## src/sv/map_run_extent_coalescer_defines.svh

```systemverilog
// assertion macros for the map run extent coalescer
`ifndef MAP_RUN_EXTENT_COALESCER_DEFINES_SVH
`define MAP_RUN_EXTENT_COALESCER_DEFINES_SVH
`ifndef SYNTHESIS
`define MREC_ASSERT(lbl, cond) \
    lbl: assert property (@(posedge clk) disable iff (!rst_n) (cond)) \
        else $error("mrec assertion failed");
`define MREC_ASSERT_NEXT(lbl, ante, cons) \
    lbl: assert property (@(posedge clk) disable iff (!rst_n) (ante) |=> (cons)) \
        else $error("mrec assertion failed");
`else
`define MREC_ASSERT(lbl, cond)
`define MREC_ASSERT_NEXT(lbl, ante, cons)
`endif
`endif

```

## src/sv/mrec_pkg.sv

```systemverilog
// types, constants and helpers for the map run extent coalescer
package mrec_pkg;

    localparam int INDEX_BITS_DEF = 32;
    localparam logic [31:0] UNMAPPED_VALUE = 32'hFFFF_FFFF;
    localparam logic [31:0] WORD_MAX = 32'hFFFF_FFFF;
    localparam int QUEUE_DEPTH = 3;
    localparam int CNT_BITS = $clog2(QUEUE_DEPTH + 1);
    localparam int ADDR_BITS = 3;
    localparam logic [ADDR_BITS-1:0] ADDR_START_INDEX = 3'd0;

    typedef struct packed {
        logic        stream_done;
        logic        item_done;
        logic [31:0] extent_count;
        logic [31:0] ext_length;
        logic [31:0] ext_block;
        logic [31:0] ext_cluster;
    } res_t;

    function automatic logic [31:0] sat_inc(input logic [31:0] x);
        logic [31:0] y;
        y = (x == WORD_MAX) ? x : x + 32'd1;
        return y;
    endfunction

endpackage

```

## src/sv/map_run_extent_coalescer.sv

```systemverilog
// map run extent coalescer: turns a reverse-map stream into extents
//
// s_tdata carries one mapped cluster per block, blocks numbered from the
// start_index register; all-ones marks an unmapped block. s_tlast marks the
// last map entry of a stream and flushes the open run.
// m_tdata carries one extent (cluster, first block, length, running count);
// m_tuser flags the last extent caused by a request, m_tlast the extent
// flushed at end of stream.
// The APB port writes start_index at byte address 0; a write also reloads
// the block index. Write it only while the block is idle.
// Extents go out on m_* from a three-entry registered output queue.
// One request is taken per cycle while s_tready is high; a request may
// cause two extents, which drain one per cycle while m_tready is high.
// s_tready is high while at most one extent waits, so a stalled receiver
// stops input once the queue holds two or more extents.
// Reset closes the run, clears the count, empties the queue, and sets
// start_index and the block index to zero.
`include "map_run_extent_coalescer_defines.svh"

module map_run_extent_coalescer #(
    parameter int INDEX_BITS = mrec_pkg::INDEX_BITS_DEF
) (
    input  logic                           clk,
    input  logic                           rst_n,
    input  logic                           s_tvalid,
    output logic                           s_tready,
    input  logic [31:0]                    s_tdata,  // map_value
    input  logic                           s_tlast,
    output logic                           m_tvalid,
    input  logic                           m_tready,
    // ext_cluster, ext_block, ext_length, extent_count
    output logic [127:0]                   m_tdata,
    output logic                           m_tlast,
    output logic [0:0]                     m_tuser,  // item_done
    input  logic                           psel,
    input  logic                           penable,
    input  logic                           pwrite,
    input  logic [mrec_pkg::ADDR_BITS-1:0] paddr,
    input  logic [31:0]                    pwdata,
    output logic [31:0]                    prdata,
    output logic                           pready
);
    import mrec_pkg::*;

    localparam int WIDE_BITS = INDEX_BITS + 32;

    logic [31:0]           start_index_reg;
    logic [31:0]           run_cluster_reg, run_cluster_next;
    logic [INDEX_BITS-1:0] run_block_reg, run_block_next;
    logic [31:0]           run_length_reg, run_length_next;
    logic                  run_open_reg, run_open_next;
    logic [INDEX_BITS-1:0] next_block_reg, next_block_next;
    logic [31:0]           total_reg, total_next;
    res_t                  q_reg [QUEUE_DEPTH];
    res_t                  q_next [QUEUE_DEPTH];
    res_t                  base_q [QUEUE_DEPTH];
    logic [CNT_BITS-1:0]   count_reg, count_next, cnt_pop;

    logic                  cfg_wr, in_acc, pop, unm, last, contig, emit_a, emit_b;
    logic                  last_acc;
    logic [31:0]           clu, count_a, count_b;
    logic [WIDE_BITS-1:0]  sum_w, blk_w, start_w, wr_w;
    logic [INDEX_BITS-1:0] blk, start_trunc;
    res_t                  res_a, res_b, res0, res1;
    logic [1:0]            n_res;

    assign pready = 1'b1;
    assign cfg_wr = psel && penable && pwrite && pready && (paddr == ADDR_START_INDEX);
    assign prdata = (paddr == ADDR_START_INDEX) ? start_index_reg : 32'd0;

    assign s_tready = (count_reg <= CNT_BITS'(1));
    assign in_acc   = s_tvalid && s_tready;
    assign last_acc = in_acc && s_tlast && !cfg_wr;
    assign m_tvalid = (count_reg != '0);
    assign pop      = m_tvalid && m_tready;
    assign m_tdata  = {q_reg[0].extent_count, q_reg[0].ext_length,
                       q_reg[0].ext_block, q_reg[0].ext_cluster};
    assign m_tlast  = q_reg[0].stream_done;
    assign m_tuser  = q_reg[0].item_done;

    // run compare
    assign clu         = s_tdata;
    assign last        = s_tlast;
    assign blk         = next_block_reg;
    assign unm         = (clu == UNMAPPED_VALUE);
    assign sum_w       = WIDE_BITS'(run_block_reg) + WIDE_BITS'(run_length_reg);
    assign blk_w       = WIDE_BITS'(run_block_reg);
    assign start_w     = WIDE_BITS'(start_index_reg);
    assign wr_w        = WIDE_BITS'(pwdata);
    assign start_trunc = start_w[INDEX_BITS-1:0];
    assign contig      = run_open_reg && (run_length_reg != WORD_MAX) &&
                         (blk == sum_w[INDEX_BITS-1:0]) &&
                         (clu == run_cluster_reg + run_length_reg);
    assign emit_a      = run_open_reg && (unm || !contig);
    assign emit_b      = !unm && last;
    assign count_a     = sat_inc(total_reg);
    assign count_b     = sat_inc(emit_a ? count_a : total_reg);
    assign n_res       = {1'b0, emit_a} + {1'b0, emit_b};

    always_comb
    begin
        run_cluster_next = run_cluster_reg;
        run_block_next   = run_block_reg;
        run_length_next  = run_length_reg;
        if (!unm)
        begin
            if (contig)
            begin
                run_length_next = run_length_reg + 32'd1;
            end
            else
            begin
                run_cluster_next = clu;
                run_block_next   = blk;
                run_length_next  = 32'd1;
            end
        end
        run_open_next   = !last && !unm;
        next_block_next = last ? start_trunc : blk + INDEX_BITS'(1);
        total_next      = last ? 32'd0 : (emit_a ? count_a : total_reg);

        res_a.ext_cluster  = run_cluster_reg;
        res_a.ext_block    = blk_w[31:0];
        res_a.ext_length   = run_length_reg;
        res_a.extent_count = count_a;
        res_a.stream_done  = unm && last;
        res_a.item_done    = 1'b0;

        res_b.ext_cluster  = run_cluster_next;
        res_b.ext_block    = 32'(WIDE_BITS'(run_block_next));
        res_b.ext_length   = run_length_next;
        res_b.extent_count = count_b;
        res_b.stream_done  = 1'b1;
        res_b.item_done    = 1'b1;

        res0           = emit_a ? res_a : res_b;
        res0.item_done = (n_res == 2'd1);
        res1           = res_b;
    end

    // output queue: shift on pop, append new extents behind
    always_comb
    begin
        cnt_pop = count_reg - CNT_BITS'(pop);
        for (int i = 0; i < QUEUE_DEPTH; i++)
        begin
            if (pop && (i + 1 < QUEUE_DEPTH))
            begin
                base_q[i] = q_reg[i + 1];
            end
            else
            begin
                base_q[i] = q_reg[i];
            end
        end
        for (int i = 0; i < QUEUE_DEPTH; i++)
        begin
            q_next[i] = base_q[i];
            if (in_acc && (n_res != 2'd0) && (CNT_BITS'(i) == cnt_pop))
            begin
                q_next[i] = res0;
            end
            if (in_acc && (n_res == 2'd2) && (CNT_BITS'(i) == cnt_pop + CNT_BITS'(1)))
            begin
                q_next[i] = res1;
            end
        end
        count_next = cnt_pop + (in_acc ? CNT_BITS'(n_res) : CNT_BITS'(0));
    end

    always_ff @(posedge clk or negedge rst_n)
    begin
        if (!rst_n)
        begin
            start_index_reg <= '0;
            run_cluster_reg <= '0;
            run_block_reg   <= '0;
            run_length_reg  <= '0;
            run_open_reg    <= 1'b0;
            next_block_reg  <= '0;
            total_reg       <= '0;
            count_reg       <= '0;
        end
        else
        begin
            count_reg <= count_next;
            if (cfg_wr)
            begin
                start_index_reg <= pwdata;
                next_block_reg  <= wr_w[INDEX_BITS-1:0];
            end
            else if (in_acc)
            begin
                run_cluster_reg <= run_cluster_next;
                run_block_reg   <= run_block_next;
                run_length_reg  <= run_length_next;
                run_open_reg    <= run_open_next;
                next_block_reg  <= next_block_next;
                total_reg       <= total_next;
            end
        end
    end

    always_ff @(posedge clk)
    begin
        for (int i = 0; i < QUEUE_DEPTH; i++)
        begin
            q_reg[i] <= q_next[i];
        end
    end

    `MREC_ASSERT(a_room_on_accept, !(s_tvalid && s_tready) || (count_reg <= CNT_BITS'(1)))
    `MREC_ASSERT_NEXT(a_last_closes, last_acc, !run_open_reg && (total_reg == 32'd0))
    `MREC_ASSERT(a_flush_is_item_end, !(m_tvalid && m_tlast) || m_tuser[0])

endmodule

```

## config.mk

```make
export PLATFORM = sky130hd
export DESIGN_NAME = map_run_extent_coalescer
export DESIGN_NICKNAME = d
export VERILOG_FILES = /design/src/sv/mrec_pkg.sv /design/src/sv/map_run_extent_coalescer.sv
export VERILOG_INCLUDE_DIRS = /design/src /design/src/sv
export SDC_FILE = /design/constraint.sdc
export NUM_CORES = 1
export LEC_CHECK = 0
export ABC_AREA = 0
export BUFFER_PORTS_ARGS = -buffer_cell sky130_fd_sc_hd__buf_4
export CAP_MARGIN = 20
export CORE_MARGIN = 2
export CORE_UTILIZATION = 50
export CTS_CLUSTER_DIAMETER = 100
export DETAILED_ROUTE_END_ITERATION = 7
export PLACE_DENSITY = 0.7
export SETUP_SLACK_MARGIN = 0.2
export SLEW_MARGIN = 15
export SYNTH_ARGS = -nofsm -noshare
export SYNTH_HDL_FRONTEND = slang
export SYNTH_SLANG_ARGS = --single-unit
```

## constraint.sdc

```tcl
create_clock -name clk -period 16.95 [get_ports clk]
set_input_delay 2.5425 -clock clk [delete_from_list [all_inputs] [get_ports clk]]
set_output_delay 2.5425 -clock clk [all_outputs]
set_load 0.005 [all_outputs]
```

==> results by group, run 1 <==
Yosys
  • Unique masters post-synth: 104
  • Post-Syn Area: 36600 um2
  • Syn nets: about 4100
  • Seq cells post-synth: 585
  • Avg Cell Area, Syn: 9.20 um2
  • Sequential fraction of the synthesis area: 45.1%
  • Post-Synthesis Cells: 3982
  • Area share of the largest cell type after synthesis: 31.5%
  • Primary FF master, synth: edfxtp_1
  • Ys Warns: 0
  • Ys async rst share: 33.3%
  • Number of synthesized flops with an enable pin: 384
  • Synth area leader: edfxtp_1
  • Main area contributors after synthesis: edfxtp_1, dfrtp_1, nand2_1, a22oi_1, o22ai_1

Power and ir drop
  • VDD IR max: 0.105 mV
  • Sw Pwr: ~2800 uW
  • Sw frac: 41.2%
  • Leakage: 0.0156 uW
  • PD cells: 164 nW/um2
  • Combinational power share: 40.1%
  • Part of the power in registers: 38.2%
  • Clock network fraction of total power: 21.7%
  • Internal Power: 3960 uW

Clocking
  • Clk sink count: roughly 600
  • Hold Buf Count CTS: 0
  • TritonCTS buffer count: 67
  • Clk slew on worst S/H paths: 60 ps
  • Post-CTS setup buffers: 0
  • CTS Buffer Depth: 3
  • Cts repair resizes: 0
  • TritonCTS clock tree: done
  • Clock network latency to the later pin of the worst-skew pair: 630 ps
  • CTS root buf: clkbuf_16
  • CTS H-tree depth: 3

Timing
  • Worst Clk Skew: 26.3 ps
  • Slew margin rel.: 26.2%
  • Period minus WS final: approximately 9000 ps
  • Final TNS setup: 0 ps
  • Fmax: roughly 110 MHz
  • Setup violators final: 0
  • Worst Tran Pin Value: 1110 ps
  • Final period util: 54.7%
  • RSZ-0062 raised after global routing: no
  • Final Hold Fails: 0
  • Hold WS: around 500 ps
  • Slew Limit Fails: 0

Outcome
  • Outcome: finished, final reports clean

Worst setup path
  • Crit path max-delay family: simple AND/OR/NAND/NOR gates
  • Crit end category: register
  • Worst path max stage delay: 620 ps
  • WP buf/inv: 4
  • CP Cell Sequence: buf_4, xor2_1, o211ai_1, nor2_1, or2_2, or4b_1, or4_1, or4_1, or4_4, o41ai_4, buf_4, buf_4, nand2_1, nand2_1, ha_1, nor4bb_1, inv_1, nor2_1, mux2_2, a211oi_2, and2_2, a2111oi_1, a2111oi_2
  • Startpoint types: input port
  • CP Max Fanout: 55
  • Arrival time worst endpoint: 9600 ps
  • Crit Path Category: in2reg
  • Most frequent CP cell: buf_4
  • CP required: 17280 ps
  • Worst path slowest cell: buf_4

Die
  • Initial core utilization: 50.4%
  • Die area: 75500 um2
  • Placement Rows: 99
  • IO Pins: 240
  • Die width: 275 um
  • Die Y: 275 um
  • Core area: 72700 um2

Routing
  • M1 WL: approximately 55 mm
  • Drt drc: 0
  • WL final: between 100 and 150 mm
  • Via Count: around 34000
  • Initial DRT Pass Iterations: 8
  • WL met3: 14.0 mm
  • Final ANT Viol Nets: 0
  • Post-DR wirelength/cell: 26.8 um
  • Met2 WL: 58.7 mm
  • DR vias/cell: approximately 7
  • DR top layer: met5
  • DRT iter0 DRCs: roughly 4600

GRT
  • Largest net degree at the start of global routing: approximately 130
  • First-pass GRT wire length: 201 mm
  • GRT Overall Usage: between 30% and 40%
  • Vias in the first global route: around 31000
  • Grt ovf: 0
  • Initial antenna violation count: 2

Place
  • Dpl hpwl: between 80 and 90 mm
  • RePlAce Congestion: 1.07
  • PortBufs: 238

Layout
  • Multi-input logic area: 18800 um2
  • Register Area: 16500 um2
  • Fill cells: 6410
  • Largest register FFs: 390
  • Utilization after layout: 56.5%
  • Share of layout cells above drive strength 1: 11.4%
  • Syn-to-layout area delta: 12.2%
  • Nets@finish: about 4200

Hold path
  • Hold Crit Class: reg2reg

Job
  • Total of max-cap violations: 0
==> Yosys cell counts, types with 34 or more instances <==
| cell type | n |
|---|---|
| dfrtp_1 | 195 |
| inv_1 | 42 |
| ha_1 | 71 |
| o22ai_1 | 266 |
| o31ai_1 | 34 |
| mux2i_1 | 100 |
| nand3_1 | 79 |
| and3_1 | 42 |
| buf_2 | 45 |
| clkbuf_1 | 272 |
| nor3_1 | 82 |
| xor2_1 | 62 |
| nand4_1 | 79 |
| edfxtp_1 | 384 |
| nor2_1 | 224 |
| o21ai_0 | 330 |
| xnor2_1 | 137 |
| and2_1 | 61 |
| nand2_1 | 527 |
| a21oi_1 | 208 |
| a22oi_1 | 229 |
==> path summary, 6_finish.rpt <==
| kind | to | slack [ps] | cells past startpoint | from |
|---|---|---|---|---|
| worst max-delay path | q_reg[0][377] | 7680 | 23 | s_tdata[24] |
| worst min-delay path | q_reg[0][389] | 500 | 2 | q_reg[0][389] |
| worst max register to register | q_reg[0][377] | 7920 | 24 | run_length_reg[0] |
| worst min register to register | q_reg[0][389] | 500 | 2 | q_reg[0][389] |
| max in group asynchronous | run_block_reg[11] | 13550 | 2 | rst_n |
| min in group asynchronous | total_reg[15] | 1920 | 1 | rst_n |
==> area by class of cell <==
class                   count  share of cell area (%)
repair buffers            297                    5.55
diodes                      2                  0.0122
well taps                 959                    2.92
inverters                  44                   0.402
multi-input cells        3017                    45.6
clock buffers              98                    4.61
flip-flops and latches    585                    40.2
clock inverters            25                   0.676
==> worst reg2reg max path, delay by kind of cell, from the launching register on <==
family / cells / cell delay [ps]
xor gates and xnor gates: 1 / 200
AOI/OAI and AO/OA: 7 / 2160
and+or+nand+nor: 9 / 3190
buffers and inverters: 3 / 1230
DFF: 1 / 590
adders and majority gates: 3 / 1020
muxes: 1 / 330
==> per-stage QoR <==
stage / instances / power [uW] / area, um2 / setup WS, ps
after floorplan: 3982 / 4140 / 36600 / 6440
after global placement: 4900 / 5170 / 38900 / 7350
after detailed placement: 4901 / 5210 / 38900 / 7260
after CTS: 5024 / 6660 / 41100 / 7880
after global routing: 5025 / 7040 / 41100 / 7380
final: 5027 / 6740 / 41100 / 7680
==> kinds of logic (layout without fill, tap and decap cells) <==
group | after synthesis | after routing | synth area share [%]
AOI/OAI and AO/OA | 1360 | 1360 | 23.9
xor gates and xnor gates | 199 | 199 | 4.76
adders and majority gates | 73 | 73 | 2.53
buffers and inverters | 380 | 464 | 4.09
DFF | 585 | 585 | 45.1
muxes | 115 | 115 | 3.19
other | 1 | 3 | 0.0102
and+or+nand+nor | 1269 | 1269 | 16.4
==> cell usage in the layout (no fill, tap or decap), types with 34 or more instances in the layout <==
master,n
nand2_1,518
edfxtp_1,384
o21ai_0,330
buf_4,293
o22ai_1,266
a22oi_1,229
nor2_1,222
a21oi_1,207
dfrtp_1,195
xnor2_1,137
mux2i_1,100
nor3_1,80
nand3_1,79
nand4_1,79
ha_1,71
clkbuf_16,69
xor2_1,62
and2_1,61
inv_1,42
and3_1,42
o31ai_1,34
==> per-layer routing <==
layer | vias to the layer above | global-route usage, %
met5 | - | 0
met4 | 4 | 16.7
met3 | 296 | 6.66
met2 | 2166 | 52.2
met1 | 16700 | 48.8
li1 | 15200 | -
==> power by group through the flow <==
stage	clock network, uW	registers [uW]	logic (uW)
final	1460	2570	2700
after global routing	1520	2610	2900
after CTS	1470	2550	2640
after detailed placement	0	2580	2630
after global placement	0	2570	2590
after floorplan	0	2390	1760
(Power assumes the default switching activity.)
==> run 2: changes to the inputs <==
--- a/config.mk
+++ b/config.mk
@@ -13,7 +13,7 @@
 export CORE_UTILIZATION = 50
 export CTS_CLUSTER_DIAMETER = 100
 export DETAILED_ROUTE_END_ITERATION = 7
-export PLACE_DENSITY = 0.7
+export PLACE_DENSITY = 0.72
 export SETUP_SLACK_MARGIN = 0.2
 export SLEW_MARGIN = 15
 export SYNTH_ARGS = -nofsm -noshare
==> constraint.sdc (replaced) <==
create_clock -name clk -period 7.9 [get_ports clk]
set_input_delay 1.185 -clock clk [delete_from_list [all_inputs] [get_ports clk]]
set_output_delay 1.185 -clock clk [all_outputs]
set_load 0.005 [all_outputs]
==> results by group, run 2 (synthesized netlist as in run 1, its figures left out) <==
Die
  • Initial core utilization: 50.4%
  • Die width: 275 um
  • IO Pins: 240
  • Die area: 75500 um2
  • Die Y: about 270 um
  • Placement Rows: 99
  • Core area: 72700 um2

Worst setup path
  • Crit end category: register
  • Arrival time worst endpoint: 7800 ps
  • Worst-case reg-to-reg path depth: 18
  • CP required: 8350 ps
  • Worst path slowest cell: buf_4
  • Worst path max stage delay: 650 ps
  • CP Cell Sequence: ha_1, fa_1, a21o_1, a221oi_4, o21ai_0, xnor2_1, or4b_1, or4_1, or4_1, or4_4, o41ai_4, buf_4, mux2_2, a211oi_2, buf_4, o2111ai_1, and3_1, o32ai_1
  • End of the worst register-to-register path: q_reg[0][257]
  • CP Max Fanout: 62
  • Flop2flop setup slack: 550 ps
  • Reg2reg start: run_length_reg[0]
  • Crit Path Category: reg2reg
  • Startpoint types: register

Layout
  • Commonest cells after routing, fill and taps aside: nand2_1, edfxtp_1, buf_4, o21ai_0, o22ai_1
  • Commonest non-fill, non-tap cell in the layout: nand2_1
  • Nets@finish: 4259
  • Multi-input logic area: around 19000 um2
  • Utilization after layout: 58.3%
  • Fill cells: 6259
  • Share of layout cells above drive strength 1: 13.6%
  • Largest register FFs: 390
  • Syn-to-layout area delta: 15.6%
  • Register Area: ~17000 um2

Clocking
  • CTS root buf: clkbuf_16
  • TritonCTS buffer count: 67
  • Clock network latency to the later pin of the worst-skew pair: approximately 640 ps
  • CTS Buffer Depth: 3
  • Clk sink count: roughly 600
  • CTS H-tree depth: 3
  • Hold Buf Count CTS: 0
  • Clk slew on worst S/H paths: 60 ps
  • TritonCTS clock tree: done

Timing
  • Worst Tran Pin Value: approximately 1100 ps
  • Period minus WS final: 7350 ps
  • Worst Clk Skew: 41.9 ps
  • Fmax: 136 MHz
  • Final TNS setup: 0 ps
  • Setup violators final: 0
  • RSZ-0062 raised after global routing: no
  • Slew Limit Fails: 0
  • Slew margin rel.: 25.2%
  • Final period util: just over 90%
  • Final Hold Fails: 0

GRT
  • GRT Overall Usage: 36.4%
  • Initial antenna violation count: 4
  • Vias in the first global route: roughly 33000
  • Grt ovf: 0
  • First-pass GRT wire length: ~210 mm
  • Largest net degree at the start of global routing: 87

Hold path
  • Hold Crit Depth: 2
  • Worst hold path startpoint: q_reg[0][389]
  • Hold Crit Class: reg2reg
  • Hold worst-path end: q_reg[0][389]

Routing
  • Via Count: 35000
  • DRT iter0 DRCs: 4708
  • Drt drc: 0
  • Initial DRT Pass Iterations: 6
  • WL final: between 100 and 150 mm
  • DR vias/cell: 6.83
  • Post-DR wirelength/cell: between 20 and 30 um
  • Final ANT Viol Nets: 0

Place
  • RePlAce Congestion: 1.07
  • Dpl hpwl: 98.2 mm
  • PortBufs: 238

Power and ir drop
  • VDD IR max: 0.243 mV
  • Leakage: 0.0163 uW
  • PD cells: 352 nW/um2

Job
  • Total of max-cap violations: 0

Outcome
  • Outcome: finished, final reports clean
run 2: cell types whose count changed in the layout (fill, tap and decap cells not counted), moves of 3 or more:
cell / previous run / this run
buf_12: 2 / 30
buf_4: 293 / 365
bufinv_16: 4 / 8
clkbuf_1: 23 / 15
clkinv_2: 10 / 7
run 2: cell type report:
type	count	area share [%]
clock inverters	32	1.06
well taps	959	2.83
clock buffers	89	4.34
diodes	3	0.0177
inverters	44	0.390
repair buffers	396	7.92
multi-input cells	3017	44.4
flip-flops and latches	585	39.0
run 2: report_power, final:
part / switching (uW) / leakage, uW / internal (uW)
clock network: 1340 / 0.00110 / 1920
logic: 3780 / 0.00880 / 2370
registers: 1010 / 0.00641 / 4510
total: 6130 / 0.0163 / 8800
run 2: timing repair:
| action | 4_1_cts | 5_1_grt |
|---|---|---|
| buffers inserted | 0 | 1 |
| setup endpoints to repair | 0 | 86 |
| gates resized for setup | 0 | 6 |
run 2: per-stage QoR:
step / area (um2) / power [uW] / std cells / hold slack, ps / setup slack, ps
6_report: 42400 / 14900 / 5125 / 491 / 546
4_1_cts: 42300 / 14800 / 5121 / 491 / 333
5_1_grt: 42400 / 15600 / 5122 / 519 / 165
3_3_place_gp: 40000 / 11400 / 5000 / 475 / 450
3_5_place_dp: 40000 / 11500 / 5000 / 482 / 369
2_1_floorplan: 36700 / 8840 / 3982 / 452 / 499
run 2: worst max-delay path by stage:
stage	from	end	slack [ps]	cells past startpoint
floorplan	run_cluster_reg[0]	q_reg[0][0]	500	24
global placement	run_block_reg[0]	q_reg[0][102]	450	24
detailed placement	run_block_reg[0]	q_reg[0][232]	370	24
CTS	run_block_reg[0]	q_reg[0][102]	330	24
global route	run_length_reg[0]	q_reg[0][232]	160	24
finish	run_length_reg[0]	q_reg[0][257]	550	18
run 2: critical path: cells and delay by family (launching register included):
| kind | cells | cell delay (ps) |
|---|---|---|
| xor+xnor | 1 | 200 |
| mux | 1 | 520 |
| simple gates | 5 | 2270 |
| fa+ha+maj | 2 | 680 |
| flops | 1 | 490 |
| buf+inv | 2 | 860 |
| compound gates | 7 | 2100 |
run 2: metal layers:
metal | global-route usage, % | part of all wire, % | wire length (um)
met1 | 50.1 | 40 | 55700
met2 | 55.5 | 44 | 62300
met3 | 7.16 | 11 | 15400
met4 | 17.1 | 4.9 | 6800
met5 | 0 | 0.0050 | 7
